$ cat src/rtl/core/urzt_pkg.sv
// Package for the ultrasonic range zone trigger: phase and action codes,
// register indexes, timing and distance scaling constants.
// No dependencies; imported by ultrasonic_range_zone_trigger.
package urzt_pkg;

    // Sizes and limits
    localparam int NUM_ZONES  = 6;
    localparam int NUM_BOUNDS = NUM_ZONES + 1;
    localparam int CNT_W      = 16;
    localparam int DIST_W     = 17;
    localparam int ZONE_W     = 3;
    localparam int CFG_IDX_W  = 3;
    localparam int CFG_DATA_W = 17;

    localparam logic [CNT_W-1:0] LOW_TICKS  = 16'd2;
    localparam logic [CNT_W-1:0] HIGH_TICKS = 16'd10;
    localparam logic [CNT_W-1:0] COUNT_MAX  = 16'hFFFF;

    // Distance = floor(count * 17 / 10), done as a multiply by a rounded-up
    // reciprocal and a shift; exact for any 16-bit count.
    localparam int DIST_SHIFT = 20;
    localparam int MULT_W     = 21;
    localparam logic [MULT_W-1:0] DIST_MULT = 21'd1782580;
    localparam int PROD_W     = CNT_W + MULT_W;

    // Register indexes on the configuration port
    localparam logic [CFG_IDX_W-1:0] REG_ZONE_COUNT = 3'd0;
    localparam logic [CFG_IDX_W-1:0] REG_BOUNDARY_0 = 3'd1;

    localparam logic [ZONE_W-1:0] ZONE_NONE = 3'd0;

    typedef enum logic [2:0] {
        PH_IDLE,
        PH_LOW,
        PH_HIGH,
        PH_WAIT,
        PH_ECHO
    } phase_t;

    typedef enum logic [1:0] {
        ACT_NONE,
        ACT_PLAY,
        ACT_STOP
    } action_t;

    // Per-beat status carried down the pipeline
    typedef struct packed {
        logic trig;
        logic busy;
        logic done;
    } ctl_t;

endpackage

$ cat src/rtl/core/ultrasonic_range_zone_trigger.sv
// Ultrasonic echo ranging with distance zones: sequencer, distance scaling,
// zone lookup and play/stop decision in a three-register pipeline.
// Depends on urzt_pkg.

// Each input beat is one microsecond tick carrying a start request and the
// sampled echo level; each accepted beat yields exactly one result beat. The
// block takes one tick per clock cycle while the pipeline is not held. A
// tick's result is registered in turn: the accepting edge loads the sequencer
// and first stage, then the distance multiply register is loaded, then the
// zone compare result register. The pipeline is held only while
// m_axis_tready is low.
// A start seen while idle drives the trigger low for two ticks (the start
// tick being the first) and high for ten, then waits for the echo to rise
// and counts echo-high ticks up to 65535. On the first low echo tick the
// result carries done, the distance in hundredths of a centimetre
// (count*17/10, truncated), the first matching zone and the play/stop action
// compared with the zone last reported. Write configuration only while idle.
module ultrasonic_range_zone_trigger
    import urzt_pkg::*;
(
    input  logic                  aclk,
    input  logic                  aresetn,
    // Configuration write port
    input  logic                  cfg_wr_en,
    input  logic [CFG_IDX_W-1:0]  cfg_index,
    input  logic [CFG_DATA_W-1:0] cfg_wdata,
    // Tick input
    input  logic                  s_axis_tvalid,
    output logic                  s_axis_tready,
    input  logic [7:0]            s_axis_tdata,  // [0] start_req, [1] echo_level
    // Result output
    output logic                  m_axis_tvalid,
    input  logic                  m_axis_tready,
    // [0] trigger_level, [1] busy_res, [2] done_res, [19:3] distance,
    // [22:20] zone, [24:23] action
    output logic [31:0]           m_axis_tdata
);

    // Configuration registers
    logic [ZONE_W-1:0] zone_count_reg;
    logic [DIST_W-1:0] boundary_reg [NUM_BOUNDS];
    logic [CFG_IDX_W-1:0] bound_idx;

    // Sequencer state
    phase_t            phase_reg, phase_next;
    logic [CNT_W-1:0]  tick_count_reg, tick_count_next;
    ctl_t              seq_ctl;
    logic [CNT_W-1:0]  seq_count;

    // Pipeline
    logic              s1_valid_reg, s2_valid_reg, m_valid_reg;
    ctl_t              s1_ctl_reg, s2_ctl_reg, m_ctl_reg;
    logic [CNT_W-1:0]  s1_count_reg;
    logic [DIST_W-1:0] s2_dist_reg, m_dist_reg;
    logic [ZONE_W-1:0] m_zone_reg;
    action_t           m_action_reg;
    logic [PROD_W-1:0] dist_prod;
    logic              out_ready, s2_ready, s1_ready, s_fire;

    // Zone lookup and decision
    logic [ZONE_W-1:0] zone_lim;
    logic [ZONE_W-1:0] zone_hit;
    logic [ZONE_W-1:0] last_zone_reg, last_zone_next;
    action_t           action_next;
    logic              start_req, echo_level;

    assign start_req  = s_axis_tdata[0];
    assign echo_level = s_axis_tdata[1];

    // Handshake: each stage advances when the one after it has room
    assign out_ready     = !m_valid_reg || m_axis_tready;
    assign s2_ready      = !s2_valid_reg || out_ready;
    assign s1_ready      = !s1_valid_reg || s2_ready;
    assign s_axis_tready = s1_ready;
    assign s_fire        = s_axis_tvalid && s1_ready;

    // Configuration writes
    assign bound_idx = cfg_index - REG_BOUNDARY_0;

    always_ff @(posedge aclk) begin
        if (!aresetn) begin
            zone_count_reg <= 3'd1;
            for (int i = 0; i < NUM_BOUNDS; i++) begin
                boundary_reg[i] <= '0;
            end
        end else if (cfg_wr_en) begin
            case (cfg_index)
                REG_ZONE_COUNT: zone_count_reg <= cfg_wdata[ZONE_W-1:0];
                default:        boundary_reg[bound_idx] <= cfg_wdata;
            endcase
        end
    end

    // Sequencer: next phase, counter and per-tick status
    always_comb begin
        phase_t ph;
        ph              = phase_reg;
        phase_next      = phase_reg;
        tick_count_next = tick_count_reg;
        seq_ctl         = '0;
        seq_count       = tick_count_reg;
        if (phase_reg == PH_IDLE && start_req) begin
            ph              = PH_LOW;
            tick_count_next = '0;
        end
        case (ph)
            PH_IDLE: begin
                phase_next = PH_IDLE;
            end
            PH_LOW: begin
                seq_ctl.busy    = 1'b1;
                tick_count_next = tick_count_next + 16'd1;
                phase_next      = PH_LOW;
                if (tick_count_next >= LOW_TICKS) begin
                    phase_next      = PH_HIGH;
                    tick_count_next = '0;
                end
            end
            PH_HIGH: begin
                seq_ctl.busy    = 1'b1;
                seq_ctl.trig    = 1'b1;
                tick_count_next = tick_count_reg + 16'd1;
                if (tick_count_next >= HIGH_TICKS) begin
                    phase_next      = PH_WAIT;
                    tick_count_next = '0;
                end
            end
            PH_WAIT: begin
                seq_ctl.busy = 1'b1;
                if (echo_level) begin
                    phase_next      = PH_ECHO;
                    tick_count_next = 16'd1;
                end
            end
            PH_ECHO: begin
                seq_ctl.busy = 1'b1;
                if (echo_level) begin
                    if (tick_count_reg != COUNT_MAX) begin
                        tick_count_next = tick_count_reg + 16'd1;
                    end
                end else begin
                    seq_ctl.done    = 1'b1;
                    phase_next      = PH_IDLE;
                    tick_count_next = '0;
                end
            end
            default: begin
                phase_next = PH_IDLE;
            end
        endcase
    end

    // Advance sequencer state on each accepted tick
    always_ff @(posedge aclk) begin
        if (!aresetn) begin
            phase_reg      <= PH_IDLE;
            tick_count_reg <= '0;
        end else if (s_fire) begin
            phase_reg      <= phase_next;
            tick_count_reg <= tick_count_next;
        end
    end

    // Scale the echo count to distance
    assign dist_prod = PROD_W'(s1_count_reg) * PROD_W'(DIST_MULT);

    // Zone lookup: lowest matching zone wins
    assign zone_lim = (zone_count_reg > ZONE_W'(NUM_ZONES)) ? ZONE_W'(NUM_ZONES)
                                                           : zone_count_reg;

    always_comb begin
        zone_hit = ZONE_NONE;
        for (int i = NUM_ZONES - 1; i >= 0; i--) begin
            if (ZONE_W'(i) < zone_lim && boundary_reg[i] <= s2_dist_reg &&
                s2_dist_reg < boundary_reg[i+1]) begin
                zone_hit = ZONE_W'(i + 1);
            end
        end
    end

    // Play/stop decision against the zone last reported
    always_comb begin
        last_zone_next = last_zone_reg;
        action_next    = ACT_NONE;
        if (last_zone_reg == ZONE_NONE) begin
            last_zone_next = zone_hit;
            action_next    = (zone_hit != ZONE_NONE) ? ACT_PLAY : ACT_NONE;
        end else if (last_zone_reg != zone_hit) begin
            last_zone_next = zone_hit;
            action_next    = (zone_hit != ZONE_NONE) ? ACT_PLAY : ACT_STOP;
        end
    end

    // Pipeline valids and the stored zone
    always_ff @(posedge aclk) begin
        if (!aresetn) begin
            s1_valid_reg  <= 1'b0;
            s2_valid_reg  <= 1'b0;
            m_valid_reg   <= 1'b0;
            last_zone_reg <= ZONE_NONE;
        end else begin
            if (s1_ready) begin
                s1_valid_reg <= s_axis_tvalid;
            end
            if (s2_ready) begin
                s2_valid_reg <= s1_valid_reg;
            end
            if (out_ready) begin
                m_valid_reg <= s2_valid_reg;
            end
            if (out_ready && s2_valid_reg && s2_ctl_reg.done) begin
                last_zone_reg <= last_zone_next;
            end
        end
    end

    // Pipeline payload
    always_ff @(posedge aclk) begin
        if (s_fire) begin
            s1_ctl_reg   <= seq_ctl;
            s1_count_reg <= seq_count;
        end
        if (s2_ready && s1_valid_reg) begin
            s2_ctl_reg  <= s1_ctl_reg;
            s2_dist_reg <= s1_ctl_reg.done ? dist_prod[DIST_SHIFT +: DIST_W] : '0;
        end
        if (out_ready && s2_valid_reg) begin
            m_ctl_reg    <= s2_ctl_reg;
            m_dist_reg   <= s2_dist_reg;
            m_zone_reg   <= s2_ctl_reg.done ? zone_hit : ZONE_NONE;
            m_action_reg <= s2_ctl_reg.done ? action_next : ACT_NONE;
        end
    end

    // Output beat
    assign m_axis_tvalid = m_valid_reg;
    assign m_axis_tdata  = {7'd0, m_action_reg, m_zone_reg, m_dist_reg,
                            m_ctl_reg.done, m_ctl_reg.busy, m_ctl_reg.trig};

    // Checks
    a_done_busy: assert property (@(posedge aclk) disable iff (!aresetn)
        m_valid_reg && m_ctl_reg.done |-> m_ctl_reg.busy && !m_ctl_reg.trig)
        else $error("done beat without busy or with trigger high");

    a_idle_fields: assert property (@(posedge aclk) disable iff (!aresetn)
        m_valid_reg && !m_ctl_reg.done |->
            m_dist_reg == '0 && m_zone_reg == ZONE_NONE && m_action_reg == ACT_NONE)
        else $error("result fields set on a beat without done");

    a_zone_range: assert property (@(posedge aclk) disable iff (!aresetn)
        m_valid_reg |-> m_zone_reg <= ZONE_W'(NUM_ZONES) &&
                        last_zone_reg <= ZONE_W'(NUM_ZONES))
        else $error("zone beyond the zone count");

    a_low_count: assert property (@(posedge aclk) disable iff (!aresetn)
        phase_reg == PH_LOW |-> tick_count_reg < LOW_TICKS)
        else $error("trigger low phase overran");

    a_stop_only_from_zone: assert property (@(posedge aclk) disable iff (!aresetn)
        out_ready && s2_valid_reg && s2_ctl_reg.done && last_zone_reg == ZONE_NONE
        |=> m_action_reg != ACT_STOP)
        else $error("stop issued with no zone playing");

endmodule
$ cat config.mk
export PLATFORM = sky130hd
export DESIGN_NAME = ultrasonic_range_zone_trigger
export DESIGN_NICKNAME = d
export VERILOG_FILES = /design/src/rtl/core/urzt_pkg.sv /design/src/rtl/core/ultrasonic_range_zone_trigger.sv
export SDC_FILE = /design/constraint.sdc
export NUM_CORES = 1
export LEC_CHECK = 0
export ABC_AREA = 1
export BUFFER_PORTS_ARGS = -buffer_cell sky130_fd_sc_hd__buf_2
export CORE_MARGIN = 5
export CORE_UTILIZATION = 40
export CTS_BUF_LIST = sky130_fd_sc_hd__clkbuf_8
export DETAILED_ROUTE_END_ITERATION = 16
export GPL_ROUTABILITY_DRIVEN = 0
export PLACE_DENSITY = 0.64
export SLEW_MARGIN = 10
export SYNTH_ARGS = -nofsm -noshare
export SYNTH_HDL_FRONTEND = slang
export SYNTH_SLANG_ARGS = --single-unit
$ cat constraint.sdc
create_clock -name aclk -period 6.7 [get_ports aclk]
set_input_delay 0.335 -clock aclk [delete_from_list [all_inputs] [get_ports aclk]]
set_output_delay 0.335 -clock aclk [all_outputs]
set_load 0.1 [all_outputs]
# Word-level counts from Yosys, hierarchy flattened
# Memories as Yosys holds them, arrays and structs flattened.
# Index checks and enable logic that the tools add are counted.
[op_classes]
n_addsub = 3
multipliers = 1
magnitude_cmp = 21
n_eq_ne = 9
mux = 37
reduce_logical = 33
[ops]
columns = ["cell", "count"]
rows = [
  ["less-or-equal comparator 17 bit", 6],
  ["< comparator 17 bit", 6],
  ["2-to-1 mux 16 bit", 6],
  ["one-hot mux 16 bit (4 select lines)", 1],
  ["2-to-1 mux 3 bit", 14],
  ["multiplier 16 x 19 -> 35 bit (second input constant)", 1],
  ["adder 16 x 1 -> 16 bit (second input constant)", 2],
  ["logical AND 1 bit", 17],
  ["2-to-1 mux 17 bit", 1],
  ["OR reduction 17 bit", 1],
  [">= comparator 16 x 2 -> 1 bit (second input constant)", 1],
  [">= comparator 16 x 4 -> 1 bit (second input constant)", 1],
  ["!= test 16 bit (second input constant)", 1],
  ["one-hot mux 3 bit (4 select lines)", 1],
  ["2-to-1 mux 1 bit", 10],
  ["logical NOT 3 bit", 3],
  ["2-to-1 mux 2 bit", 4],
  ["== test 3 x 2 -> 1 bit (second input constant)", 2],
  ["< comparator 1 x 3 -> 1 bit (first input constant)", 2],
  ["< comparator 2 x 3 -> 1 bit (first input constant)", 2],
  ["< comparator 3 bit (first input constant)", 2],
  ["!= test 2 bit (second input constant)", 3],
  ["AND reduction 2 bit", 2],
  ["AND reduction 4 bit", 1],
  ["10 further kinds", 14],
]
[totals]
reg_bits = 92
ramBits = 119
input_bits = 33
out_inout_bits = 34
wordCells = 126
mem_count = 1
[memory_table]
columns = ["memory", "depth", "word_bits", "rd", "rd_clocked_by_memory_dff", "write_ports", "line", "rtl"]
rows = [
  ["boundary_reg", 7, 17, 7, 0, 7, "ultrasonic_range_zone_trigger.sv:41", "logic [DIST_W-1:0] boundary_reg [NUM_BOUNDS];"],
]

# Depth between registers and ports, before layout
[depth]
depth_word = 15
depth_mapped = 23
ltp_nobuf = 23

# Worst setup path before layout
# Ideal clock, no wire load.
[synth_timing]
path_kind = "register -> register"
start = "reg s1_count_reg[5]"
end = "reg s2_dist_reg[11] (data pin)"
setup_ns = 0.254
arrival_time_ns = 5.150
setup_slack_ns = 1.296
stages_incl_launch_ff = 20
synth_period_minus_slack_ns = 5.404
path_cell_list = "edfxtp_1 > inv_1 > ha_1 > fa_1 > inv_1 > fa_1 > fa_1 > inv_1 > fa_1 > fa_1 > inv_1 > ha_1 > a21oi_1 > o21ai_0 > a211oi_1 > o21ai_0 > a21boi_0 > o21ai_0 > a21o_1 > o21a_1"
[synth_via]
elab_chain_len = 1
[synth_rtl]
columns = ["item", "line", "rtl"]
rows = [
  ["from (decl)", "ultrasonic_range_zone_trigger.sv:53", "logic [CNT_W-1:0] s1_count_reg;"],
  ["from (signal assigned)", "ultrasonic_range_zone_trigger.sv:221", "s1_count_reg <= seq_count;"],
  ["multiplier 16 x 19 -> 35 bit", "ultrasonic_range_zone_trigger.sv:165", "assign dist_prod = PROD_W'(s1_count_reg) * PROD_W'(DIST_MULT);"],
  ["to (signal assigned)", "ultrasonic_range_zone_trigger.sv:225", "s2_dist_reg <= s1_ctl_reg.done ? dist_prod[DIST_SHIFT +: DIST_W] : '0;"],
  ["to (decl)", "ultrasonic_range_zone_trigger.sv:54", "logic [DIST_W-1:0] s2_dist_reg, m_dist_reg;"],
]
# Every way passes these cells.
# A chain may end at the register's enable or synchronous reset.

# Worst setup path in the final report
# Same ends and word-level chain as after synthesis.

==> out/summary.txt <==
outcome: finished, final reports clean
first-pass GRT wire length: 67.67 mm
GRT overflow: 0
combinational group share of total power: 0.507
routed wire length: 42.17 mm
worst reg2reg startpoint: s1_count_reg[5]
post-synth cell types: 50
initial antenna violation count: 0
Seq/Total Area, Yosys: 0.3399
antenna viol nets, final: 0
FF-to-FF setup slack: 630 ps
CTS Hold Bufs: 0
multi-input logic area: 9542 um^2
DR WL/cell: 15.71 um
clock transition at the registers of the reported paths: 60 ps
YS warnings: 0
Flop pwr share: 0.296
Pwr Density: 302.4 nW/um^2
port buffer count: 53
Core Area: 42980 um^2
critical path's slowest cell: fa_1
drt first pass iters: 7
vias in the first global route: 13517
Mapped Avg Cell Area: 8.649 um^2
HPWL Detailed: 33.00 mm
post-layout instance area: 18830 um^2
Longest Clk Path Bufs: 3
Hold Path Origin: cfg_wdata[3]
final cell count without fillers: 2685
endpoints failing setup: 0
CTS H-tree depth: 2
Critical Path Source: s1_count_reg[5]
critical-path cell list: inv_1 > ha_1 > fa_1 > inv_1 > fa_1 > fa_1 > inv_1 > fa_1 > fa_1 > inv_1 > ha_1 > a21oi_1 > o21ai_0 > a211oi_1 > o21ai_0 > a21boi_0 > o21ai_0 > a21o_1 > o21a_1
arrival time at the worst endpoint: 6370 ps
Crit Path Class: flop to flop
Worst Hold Endpoint: boundary_reg[6][3]
Syn Std Cell Area: 17320 um^2
IO Count: 67
Die X: 218.1 um
via count: 13267
DRT iter0 DRCs: 861
most frequent cells in the layout: inv_1, nand2_1, ha_1
crit-path leading delay family: adder cells
TNS Setup: 0 ps
Slew Limit Fails: 0
FF-to-FF End: s2_dist_reg[11]
slowest stage delay, CP: 610 ps
EDFF count, synth: 166
maxcap violations: 0
Pint: 3122 uW
clk_lat worst skew: 580 ps
Core Rows: 76
hold depth: 3
sinks on the clock net: 211
Slew HR: 0.2071
Total GRT Usage: 0.1767
fraction of layout cells with a size suffix above 1: 0.05714
fmax: 164.8 MHz
number of post-CTS setup repair buffers: 0
Top FF cell, synth: edfxtp_1
post-synthesis register bit count: 211
Worst Reg-to-Reg Cells: 19
max reg flops: 119
clock network fraction of total power: 0.197
Layout area overhead: 8.758%
drt drc: 0
commonest non-fill, non-tap cell in the layout: inv_1
VDD IR max: 0.0001961 V
worst hold path type: input port to flop
DP Area: 18140 um^2
Sw Ratio: 0.4516
Initial Utilization: 0.4029
RSZ-0062 raised after global routing: no
final net count: 2456
FILL cells: 4283
Clock Tree Root: clkbuf_8
CP Launch Type: flop
worst path bufs/invs: 4
Final Hold Fails: 0
Via density: 4.941
Max Clock Skew: 33.70 ps
CTS tree: done
min Tclk post-route: 6068 ps
CP max FO: 5
Worst Max-Slew Pin Slew: 1188 ps
WHS: 66.25 ps
post-layout util: 0.4381
Die H: 218.1 um
Seq. cell area: 5886 um^2
critical path endpoint category: flop
final period utilization: 0.9056
CTS buffer count: 37
Post-synth ARST share: 0
Switching Power: 2572 uW
Inst Count DP: 2617
CTS resizes: 0
leakage: 0.009167 uW
Gate Count Post-Synth: 2002
largest net degree at the start of global routing: 35
number of antenna diodes: 0
Critical Path RT: 7010 ps
die area: 47550 um^2
most used cell, CP: fa_1
[power groups by stage]
stage,Clock (uW),Sequential (uW),Combinational [uW]
floorplan,0,1690,2120
global placement,0,1710,2770
detailed placement,0,1720,2840
CTS,1160,1690,2880
global route,1220,1700,3320
finish,1120,1690,2890
[Yosys cell counts (8+ instances only)]
cell,count,area (um^2)
inv_1,451,1693
nand2_1,284,1066
ha_1,261,3266
nor2_1,236,885.9
edfxtp_1,166,4985
a21oi_1,159,795.8
fa_1,91,1822
o21ai_0,87,435.4
nand3_1,50,250.2
dfxtp_1,45,900.9
nand4_1,24,150.1
nor3_1,18,90.09
xor2_1,16,140.1
clkbuf_1,13,48.80
o21a_1,11,82.58
buf_4,8,60.06
[per-stage QoR]
stage	setup WS (ps)	total power (uW)
after floorplan	1296	3814
after global placement	816.4	4486
after detailed placement	695.4	4556
after CTS	686.2	5723
after global routing	425.1	6235
final	632.3	5694
[cells by family (layout without fill, tap and decap cells)]
group | count (synthesis) | count (layout) | share of synthesized area
adders and majority gates | 352 | 352 | 0.2938
DFF | 211 | 211 | 0.3399
buffers and inverters | 485 | 577 | 0.1107
AOI/OAI and AO/OA | 290 | 290 | 0.09040
and+or+nand+nor | 641 | 641 | 0.1538
other | 1 | 7 | 0.0002166
xor gates and xnor gates | 22 | 22 | 0.01113
[routing by layer]
layer	vias up	global-route usage	share of wire
met5	-	0	0
met4	0	0.06280	0.029
met3	73	0.02666	0.047
met2	325	0.3166	0.50
met1	6293	0.2162	0.42
li1	6576	-	-
[worst reg2reg max path, stage by stage (launching register included)]
cell	delay, ps
edfxtp_1	450
inv_1	70
ha_1	370
fa_1	610
inv_1	90
fa_1	500
fa_1	500
inv_1	60
fa_1	500
fa_1	550
inv_1	50
ha_1	330
a21oi_1	280
o21ai_0	130
a211oi_1	210
o21ai_0	190
a21boi_0	310
o21ai_0	230
a21o_1	220
o21a_1	160
[worst max-delay path by stage]
stage                                  to  slack [ps]  cells after the start
after floorplan           s2_dist_reg[11]        1300                     19
after global placement    s2_dist_reg[11]         820                     19
after detailed placement  s2_dist_reg[11]         700                     19
after CTS                 s2_dist_reg[11]         690                     19
after global routing      s2_dist_reg[11]         430                     20
final                     s2_dist_reg[11]         630                     19
[layout make-up]
type | instances | area share
inverters | 454 | 0.09049
flip-flops and latches | 211 | 0.3125
well taps | 585 | 0.03887
clock buffers | 39 | 0.02850
repair buffers | 55 | 0.01488
clock inverters | 29 | 0.008039
multi-input cells | 1312 | 0.5067
Note: power is estimated with default switching activity, not from simulation.
